--- src/hdl/pil_pkg.sv ---
// pil_pkg: shared constants and types for the piecewise linear interpolator
// no dependencies; imported by piecewise_linear_interpolator and tb
`timescale 1ns / 1ps
`default_nettype none

package pil_pkg;

  localparam int MAX_POINTS = 16;
  localparam int IDX_W      = $clog2(MAX_POINTS);
  localparam int CNT_W      = 5;
  localparam int DATA_W     = 32;
  localparam int STEP_W     = DATA_W + 1;
  localparam int PROD_W     = 2 * STEP_W;

  localparam logic OP_EVAL  = 1'b0;
  localparam logic OP_WRITE = 1'b1;

  typedef struct packed {
    logic signed [DATA_W-1:0] x;
    logic signed [DATA_W-1:0] y;
  } entry_t;

endpackage

`default_nettype wire

--- src/hdl/piecewise_linear_interpolator.sv ---
// piecewise_linear_interpolator: breakpoint table with bit-serial multiply and divide
// depends on pil_pkg
//
// usage:
//   in channel (in_valid/in_ready): operation selects write or evaluate. a write beat
//   stores (x_value, y_value) in slot point_index and gives no result. an evaluate
//   beat gives one y_result beat on the out channel (out_valid/out_ready).
//   config channel (cfg_valid/cfg_ready, always ready) sets point_count; counts above
//   the table depth act as the full depth. write it only while the block is idle.
// sequence:
//   one beat at a time; a write is stored as it is accepted. an evaluate reads the table
//   one slot per cycle (slot 0, last slot, then a scan from slot 1): an empty table
//   goes straight to the output state, a clamped result follows the slot 0 or last-slot
//   check. an interpolated one scans to its segment (slot found 1..15), then runs the
//   shift-add multiply and the restoring divide, one bit per step, and a fix-up state.
//   the block is ready for the next beat in the cycle the result appears.
// reset clears the control state and the count; table contents are undefined until
// written. when the receiver stalls, the finished result waits in the output
// register and the next beat is taken meanwhile; a later result waits in its
// final state until the output register frees.
`timescale 1ns / 1ps
`default_nettype none

module piecewise_linear_interpolator (
  input  wire logic                                clk,
  input  wire logic                                rst,
  input  wire logic                                in_valid,
  output logic                                     in_ready,
  input  wire logic                                operation,
  input  wire logic [pil_pkg::IDX_W-1:0]           point_index,
  input  wire logic signed [pil_pkg::DATA_W-1:0]   x_value,
  input  wire logic signed [pil_pkg::DATA_W-1:0]   y_value,
  output logic                                     out_valid,
  input  wire logic                                out_ready,
  output logic signed [pil_pkg::DATA_W-1:0]        y_result,
  input  wire logic                                cfg_valid,
  output logic                                     cfg_ready,
  input  wire logic [pil_pkg::CNT_W-1:0]           point_count
);

  import pil_pkg::*;

  localparam logic [2:0] S_IDLE  = 3'd0;
  localparam logic [2:0] S_FIRST = 3'd1;
  localparam logic [2:0] S_LAST  = 3'd2;
  localparam logic [2:0] S_SCAN  = 3'd3;
  localparam logic [2:0] S_MUL   = 3'd4;
  localparam logic [2:0] S_DIV   = 3'd5;
  localparam logic [2:0] S_FIX   = 3'd6;
  localparam logic [2:0] S_OUT   = 3'd7;

  localparam int STEP_CW = $clog2(STEP_W);
  localparam logic [STEP_CW-1:0] LAST_STEP = STEP_CW'(STEP_W - 1);

  logic [2:0]                 state;
  logic [CNT_W-1:0]           count;
  logic [CNT_W-1:0]           n_clamped;
  logic [IDX_W-1:0]           n_last;
  logic [IDX_W-1:0]           idx;
  logic [IDX_W-1:0]           rd_addr_next;
  logic [STEP_CW-1:0]         step;
  entry_t                     table_mem [MAX_POINTS];
  entry_t                     rd_entry;
  entry_t                     prev;
  logic signed [DATA_W-1:0]   xq;
  logic signed [DATA_W-1:0]   y1;
  logic signed [DATA_W-1:0]   res;
  logic                       neg;
  logic [STEP_W-1:0]          mag;
  logic [STEP_W-1:0]          dx;
  logic [PROD_W-1:0]          prod;

  logic                       in_fire;
  logic                       out_free;
  logic                       found;
  logic signed [STEP_W-1:0]   a_diff;
  logic signed [STEP_W-1:0]   dx_diff;
  logic signed [STEP_W-1:0]   dy_diff;
  logic [STEP_W:0]            hi_sum;
  logic [STEP_W:0]            shifted;
  logic [STEP_W:0]            trial;
  logic                       ge;
  logic [STEP_W-1:0]          rem_new;

  assign in_ready  = (state == S_IDLE);
  assign cfg_ready = 1'b1;
  assign in_fire   = in_valid && in_ready;
  assign out_free  = !out_valid || out_ready;

  assign n_clamped = (count > CNT_W'(MAX_POINTS)) ? CNT_W'(MAX_POINTS) : count;
  assign found     = (xq < rd_entry.x) || (idx == n_last);

  // segment terms taken from the previous slot and the slot just read
  assign a_diff  = STEP_W'(xq)         - STEP_W'(prev.x);
  assign dx_diff = STEP_W'(rd_entry.x) - STEP_W'(prev.x);
  assign dy_diff = STEP_W'(rd_entry.y) - STEP_W'(prev.y);

  // shift-add multiply, lsb of the multiplier first
  assign hi_sum = {1'b0, prod[PROD_W-1:STEP_W]} + {1'b0, (prod[0] ? mag : '0)};

  // restoring divide, remainder in the upper half, quotient shifts into the lower
  assign shifted = {prod[PROD_W-1:STEP_W], prod[STEP_W-1]};
  assign trial   = shifted - {1'b0, dx};
  assign ge      = (shifted >= {1'b0, dx});
  assign rem_new = ge ? trial[STEP_W-1:0] : shifted[STEP_W-1:0];

  always_comb begin
    case (state)
      S_IDLE:  rd_addr_next = '0;
      S_FIRST: rd_addr_next = n_last;
      S_LAST:  rd_addr_next = IDX_W'(1);
      S_SCAN:  rd_addr_next = idx + 1'b1;
      default: rd_addr_next = idx;
    endcase
  end

  always_ff @(posedge clk) begin
    if (in_fire && operation == OP_WRITE) begin
      table_mem[point_index] <= '{x: x_value, y: y_value};
    end
    rd_entry <= table_mem[rd_addr_next];
  end

  always_ff @(posedge clk) begin
    if (rst) begin
      state     <= S_IDLE;
      count     <= '0;
      out_valid <= 1'b0;
      idx       <= '0;
      step      <= '0;
    end else begin
      if (cfg_valid && cfg_ready) begin
        count <= point_count;
      end
      if (state == S_OUT && out_free) begin
        out_valid <= 1'b1;
      end else if (out_ready) begin
        out_valid <= 1'b0;
      end

      case (state)
        S_IDLE: begin
          if (in_fire && operation == OP_EVAL) begin
            xq     <= x_value;
            n_last <= IDX_W'(n_clamped - 1'b1);
            if (n_clamped == '0) begin
              res   <= '0;
              state <= S_OUT;
            end else begin
              state <= S_FIRST;
            end
          end
        end
        S_FIRST: begin
          prev <= rd_entry;
          if (xq <= rd_entry.x) begin
            res   <= rd_entry.y;
            state <= S_OUT;
          end else begin
            state <= S_LAST;
          end
        end
        S_LAST: begin
          if (xq >= rd_entry.x) begin
            res   <= rd_entry.y;
            state <= S_OUT;
          end else begin
            idx   <= IDX_W'(1);
            state <= S_SCAN;
          end
        end
        S_SCAN: begin
          if (found) begin
            prod  <= {{STEP_W{1'b0}}, a_diff};
            dx    <= dx_diff;
            neg   <= dy_diff[STEP_W-1];
            mag   <= dy_diff[STEP_W-1] ? STEP_W'(-dy_diff) : dy_diff;
            y1    <= prev.y;
            step  <= '0;
            state <= S_MUL;
          end else begin
            prev <= rd_entry;
            idx  <= idx + 1'b1;
          end
        end
        S_MUL: begin
          prod <= {hi_sum, prod[STEP_W-1:1]};
          if (step == LAST_STEP) begin
            step  <= '0;
            state <= S_DIV;
          end else begin
            step <= step + 1'b1;
          end
        end
        S_DIV: begin
          prod <= {rem_new, prod[STEP_W-2:0], ge};
          if (step == LAST_STEP) begin
            step  <= '0;
            state <= S_FIX;
          end else begin
            step <= step + 1'b1;
          end
        end
        S_FIX: begin
          // quotient never exceeds |dy|, so the low word carries it mod 2^32
          res   <= neg ? y1 - $signed(prod[DATA_W-1:0]) : y1 + $signed(prod[DATA_W-1:0]);
          state <= S_OUT;
        end
        S_OUT: begin
          if (out_free) begin
            y_result  <= res;
            state     <= S_IDLE;
          end
        end
        default: begin
          state <= S_IDLE;
        end
      endcase
    end
  end

  // step counter stays within one pass of the serial loops
  assert property (@(posedge clk) disable iff (rst)
    (state == S_MUL || state == S_DIV) |-> (step <= LAST_STEP))
    else $error("serial step counter overran");

  // scan never leaves the valid part of the table
  assert property (@(posedge clk) disable iff (rst)
    (state == S_SCAN) |-> (idx != '0 && idx <= n_last))
    else $error("scan index outside table");

  // remainder stays below the divisor after the divide
  assert property (@(posedge clk) disable iff (rst)
    (state == S_FIX) |-> (prod[PROD_W-1:STEP_W] < dx))
    else $error("divide remainder not reduced");

  // the segment width is always positive going into the multiply
  assert property (@(posedge clk) disable iff (rst)
    (state == S_SCAN && found) |=> (dx != '0 && !dx[STEP_W-1]))
    else $error("segment width not positive");

endmodule

`default_nettype wire

--- config.mk ---
export PLATFORM = sky130hd
export DESIGN_NAME = piecewise_linear_interpolator
export DESIGN_NICKNAME = d
export VERILOG_FILES = /design/src/hdl/pil_pkg.sv /design/src/hdl/piecewise_linear_interpolator.sv
export SDC_FILE = /design/constraint.sdc
export NUM_CORES = 2
export LEC_CHECK = 0
export ABC_AREA = 0
export BUFFER_PORTS_ARGS = -buffer_cell sky130_fd_sc_hd__buf_2
export CORE_ASPECT_RATIO = 0.5
export CORE_MARGIN = 2
export CORE_UTILIZATION = 25
export DETAILED_ROUTE_END_ITERATION = 6
export SKIP_CTS_REPAIR_TIMING = 1
export SLEW_MARGIN = 40
export SYNTH_ARGS = -nofsm -noshare
export SYNTH_HDL_FRONTEND = slang
export SYNTH_SLANG_ARGS = --single-unit
--- constraint.sdc ---
create_clock -name clk -period 9.3 [get_ports clk]
set_input_delay 0.93 -clock clk [delete_from_list [all_inputs] [get_ports clk]]
set_output_delay 0.93 -clock clk [all_outputs]
set_load 0.02 [all_outputs]
[Word level (Yosys, flattened, before mapping)]
Memory sizes are Yosys's and may differ from the RTL's. A register that Yosys moved wholly into a read port is not among the register bits.
Cells that the tools add are included.
W data, S select, Z words.
Word-level totals
  register bits: 348
  memory bits (writable): 1024
  input port bits: 79
  output and inout bits: 35
  logic and storage cells: 114
  memories: 1
Memory list
  table_mem: words 16, bits a word 64, rd ports 1, clocked after Yosys merged registers in 1, wr ports 1, RTL line piecewise_linear_interpolator.sv:62  | entry_t table_mem [MAX_POINTS];
Operators by class
  add/sub/neg operators: 11
  magnitude comparators: 5
  equal/unequal tests: 19
  mux-type cells: 34
  bitwise gates (word level): 2
  reductions and logical operators: 25
Operators with widths (count)
  $pmux W66 S3: 1
  $mux W32: 6
  $pmux W32 S4: 1
  $pmux W64 S2: 1
  $sub A32 B32 Y33: 3
  $mux W33: 2
  $mux W66: 1
  $mux W64: 1
  $add A33 B33 Y34: 1
  $ge A34 B33 Y1: 1
  $neg A33 Y33: 1
  $sub A33 B33 Y33: 1
  $add A32 B32 Y32: 1
  $ge A32 B32 Y1: 1
  $le A32 B32 Y1: 1
  $lt A32 B32 Y1: 1
  $sub A32 B32 Y32: 1
  $mux W3: 8
  $pmux W3 S8: 1
  $reduce_and A3 Y1: 6
  $ne A2 B2 Y1 const B: 8
  $pmux W4 S4: 1
  $eq A3 B3 Y1 const B: 4
  $mux W6: 2
  27 further kinds: 41

[Depth between registers and ports, before layout]
  word-level depth: 6
  depth in mapped cells: 19

[Worst setup path after synthesis]
No wires, ideal clock.
  path type: register to register
  from: reg rd_entry[33] (netlist name)
  to: reg dx[0] (enable)
  arrival time: 8.732 ns
  path slack: -0.110 ns
  cell stages (with the launch flop): 11
  buffers on the path: 0
  period minus slack after synthesis: 9.410 ns
  cells stage by stage: dfxtp_1 inv_1 ha_1 nor2b_1 o21a_1 o21a_1 o21bai_1 a21oi_1 or4_1 o211a_1 nor3_1
On the way
  longest elaborated chain between the ends: 3
RTL lines
  $lt A32 B32 Y1: RTL line piecewise_linear_interpolator.sv:91  | assign found = (xq < rd_entry.x) || (idx == n_last);
  $logic_or A1 B1 Y1: RTL line piecewise_linear_interpolator.sv:91
  $reduce_and A3 Y1 (no line)
  end signal, assigned: RTL line piecewise_linear_interpolator.sv:175  | dx <= dx_diff;
  end, declared: RTL line piecewise_linear_interpolator.sv:70  | logic [STEP_W-1:0] dx;
No other way between the ends.
A chain may end at the register's enable or synchronous reset.

[Worst setup path after layout]
  from: reg prod[0]
  to: reg res[29], data pin
On the way
  longest elaborated chain between the ends: 3
  elaborated cells on any way between the ends: 4
  those cells by class: 2 x add/sub; 2 x mux
RTL lines
  start, declared: RTL line piecewise_linear_interpolator.sv:71  | logic [PROD_W-1:0] prod;
  start signal, assigned: RTL line piecewise_linear_interpolator.sv:174  | prod <= {{STEP_W{1'b0}}, a_diff};
  start signal, assigned: RTL line piecewise_linear_interpolator.sv:187  | prod <= {hi_sum, prod[STEP_W-1:1]};
  start signal, assigned: RTL line piecewise_linear_interpolator.sv:196  | prod <= {rem_new, prod[STEP_W-2:0], ge};
  $add A32 B32 Y32 or $sub A32 B32 Y32 (tied branches): RTL line piecewise_linear_interpolator.sv:206  | res <= neg ? y1 - $signed(prod[DATA_W-1:0]) : y1 + $signed(prod[DATA_W-1:0]);
  $mux W32 *: RTL line piecewise_linear_interpolator.sv:206
  $pmux W32 S4 *: RTL line piecewise_linear_interpolator.sv:141  | case (state)
  end signal, assigned: RTL line piecewise_linear_interpolator.sv:157  | res <= rd_entry.y;
  end signal, assigned: RTL line piecewise_linear_interpolator.sv:165  | res <= rd_entry.y;
  end signal, assigned: RTL line piecewise_linear_interpolator.sv:206
  end, declared: RTL line piecewise_linear_interpolator.sv:67  | logic signed [DATA_W-1:0] res;
Mark *: on every way between the ends. The rest lies on a longest branch, timed or not.

==> key figures <==
Status
  • Outcome: complete, no violations

STA
  • Fin. Hold Viols: 0
  • Slew HR: 0.306
  • Min Tclk post-route: 5.08 ns
  • Worst Tran Pin Value: about 1.0 ns
  • Worst Skew: 0.0489 ns
  • Setup TNS: 0 ns
  • Unrepaired setup endpoints after global routing: false
  • Max Clk Rate: 197 MHz
  • # setup viols final: 0
  • Final Slew Violations: 0
  • Fin crit share: 0.547
  • Fin Hold WS: 0.400 ns

Placement
  • GPL Wtd Cong: 0.871
  • I/O Buffers: 112
  • Detail Placement HPWL: 113,000 um
  • Placed cell area: between 70,000 and 80,000 um2

Min path
  • WHS Path Cells: 3
  • Min-delay src: point_count[4]
  • Worst hold path type: input port to register
  • Hold EP: count[4]

Synthesis
  • Cell variety after synth: 89
  • Post-synth EDFFs: 1,353
  • Mapped Cells: 5,678
  • Top-area cell type share of the netlist area: 0.610
  • Main area contributors after synthesis: edfxtp_1 (61%), nand2_1 (6.8%), ha_1 (4.3%)
  • Avg Cell Area, Syn: 11.7 um2
  • Post-synth ARST share: 0
  • Syn Std Cell Area: 66,600 um2
  • Yosys reg bits: 1,436
  • Syn nets: 5,994
  • Post-synth top cells: edfxtp_1 (1,353), nand2_1 (1,205), nand3_1 (307), a21oi_1 (298), clkbuf_1 (250)
  • Most common cell in the netlist: edfxtp_1
  • Ys Warns: 0
  • Ys flop type: edfxtp_1
  • Seq/Total Area, Yosys: 0.635
  • Synth area leader: edfxtp_1

Clocking
  • Reg clk slew, reported paths: around 0.060 ns
  • CTS Buf Count: approximately 150
  • TritonCTS clock tree: built
  • Worst-Skew Late Latency: approximately 0.79 ns
  • H-tree lvl count: 4
  • Root Buffer: clkbuf_16
  • CTS max path bufs: 3
  • CTS sink cnt: 1,436

Pwr
  • Comb power frac: 0.367
  • NetSw: 8.57 mW
  • P per Cell Area: roughly 300 nW/um2
  • Switching part of the total: 0.375
  • Clock Power Share: 0.265
  • Max IR drop VDD: 0.294 mV
  • Static leakage: ~27 nW
  • Register share of total power: 0.368
  • Cell-internal power: 14.3 mW

Detailed routing
  • DR vias: between 40,000 and 50,000
  • Drt wl/cell: 19.5 um
  • DR vias/cell: 4.77
  • DRC viols: 0
  • Antenna Nets Post-Route: 0
  • Initial DRC Count: 4,209
  • Drt pass-1 iters: 6
  • Routed WL: 183,000 um

Floorplan
  • # IOs: 114
  • Die Y: 369 um
  • Core Area: 264,000 um2
  • DIE AREA: 271,000 um2
  • Die Width: ~730 um
  • Initial core utilization: 0.252
  • Num rows: 133

GRT
  • Met1 Use GR: 0.173
  • Met2 Use GR: 0.220
  • Antenna violations before repair: 37
  • Pin count of the biggest net entering global routing: 159
  • Vias in the first global route: ~43,000
  • Met3 usage: 0.0166
  • Gr ovfl total: 0
  • GRT busiest layer: met2
  • All-Layer GR Usage: 0.130
  • Global-route wire length before repair: 272,000 um

Critical path
  • Worst path required time: slightly below 10 ns
  • Reg-to-reg slack, setup: 4.22 ns
  • Critical R2R Launch: prod[0]
  • Critical path startpoint category: register
  • Arr. time, crit path: 5.58 ns
  • CP Class: register to register
  • Crit end category: register
  • RR Endpoint: res[29]
  • CP max FO: 9
  • Reg2Reg Depth: 17

Cells and area
  • Finished Cell Area: 76,600 um2
  • Area grow syn2layout: 15.1%
  • Fraction of layout cells with a size suffix above 1: 0.0812
  • Final Net Count: 6,054

Run
  • Max_cap viols: 0
==> cell type report <==
class	instances	area [um2]
Fill cell	26700	187000
Antenna cell	9	22.5
Sequential cell	1436	42300
Multi-Input combinational cell	3744	22600
Tap cell	3510	4390
Inverter	213	800
Clock inverter	77	921
Timing Repair Buffer	191	1450
Clock buffer	198	4090
==> how the worst max path moves through the flow <==
| stage | from | to | slack (ns) | cells past startpoint |
|---|---|---|---|---|
| after global routing | prod[0] | res[29] | 3.85 | 17 |
| after global placement | prod[0] | res[29] | 4.07 | 15 |
| after floorplan | rd_entry[33] | prod[0] | 1.74 | 12 |
| after CTS | prod[0] | res[29] | 3.93 | 15 |
| final | prod[0] | res[29] | 4.22 | 17 |
| after detailed placement | prod[0] | res[29] | 3.99 | 15 |
==> cells in the final DEF (no fill, tap or decap), types with 11 or more instances in the layout <==
cell,Yosys,layout
nor3_1,51,44
buf_2,2,112
clkbuf_16,0,156
a311oi_1,198,198
and2_1,60,60
or3_1,24,24
o21bai_1,23,23
nor2_1,175,161
nand4_1,23,23
nor2_4,0,13
or2_2,11,11
bufinv_16,0,13
clkinv_2,0,17
nand3_1,307,306
o211ai_1,27,27
a211oi_1,38,38
and3_1,155,155
nand2b_1,42,41
a21oi_1,298,297
o31ai_1,20,20
buf_4,1,50
nor2b_1,38,37
mux2i_1,33,33
clkinv_1,0,29
dfxtp_1,83,82
o21ai_0,161,160
o21a_1,29,28
nand2_1,1205,1204
edfxtp_1,1353,1353
a21o_1,90,89
inv_1,213,213
a21boi_0,13,13
xor2_1,73,73
clkbuf_1,250,39
xnor2_1,139,139
ha_1,231,231
a31oi_1,99,99
==> stage by stage <==
step	instances	worst slack (ns)	util	power, mW
2_1_floorplan	5678	1.74	-	14.1
3_3_place_gp	9082	4.07	0.270	16.8
3_5_place_dp	9092	3.99	0.271	16.9
4_1_cts	9367	3.93	0.290	22.9
5_1_grt	9373	3.85	0.290	24.1
6_report	9378	4.22	0.290	22.9
==> flip-flops by register name, indices dropped and copies added, names as in the netlist, 32 cells and up <==
register   count
prod          66
rd_entry      64
y_result      32
mag           33
dx            33
xq            32
prev          64
y1            32
table_mem   1024
res           32
==> power groups by stage <==
| stage | Clock (mW) | Sequential, mW | Combinational [mW] |
|---|---|---|---|
| after floorplan | 0 | 8.20 | 5.93 |
| after global placement | 0 | 8.52 | 8.25 |
| after detailed placement | 0 | 8.53 | 8.33 |
| after CTS | 6.16 | 8.40 | 8.36 |
| after global routing | 6.43 | 8.43 | 9.26 |
| final | 6.06 | 8.40 | 8.40 |
==> critical path, stage by stage (launching register included) <==
cell and delay (ns):
edfxtp_1 0.55, inv_1 0.14, ha_1 0.19, nand2b_1 0.10
nor3_1 0.53, a21oi_1 0.16, xnor2_1 0.17, ha_1 0.33
a21o_1 0.18, a21oi_1 0.14, o21ai_0 0.15, nor4b_1 0.38
a21oi_1 0.19, a211oi_1 0.28, o21ai_0 0.29, a2111oi_0 0.72
mux2i_1 0.25, nand2_1 0.06
==> kinds of logic after synthesis <==
family                   after synthesis  synth area share
AO/OA/AOI/OAI                       1098             0.111
flip-flops                          1436             0.635
adder cells (fa/ha/maj)              237            0.0452
multiplexers                          42           0.00649
XOR/XNOR                             212            0.0279
other                                  1         0.0000563
AND/OR/NAND/NOR                     2154             0.146
buffers and inverters                498            0.0282
==> layer usage <==
| layer | share of wire | vias to the layer above |
|---|---|---|
| met5 | 0 | - |
| met4 | 0.029 | 0 |
| met3 | 0.052 | 302 |
| met2 | 0.48 | 1265 |
| met1 | 0.44 | 22100 |
| li1 | - | 21100 |
Note: power is estimated with default switching activity, not from simulation.
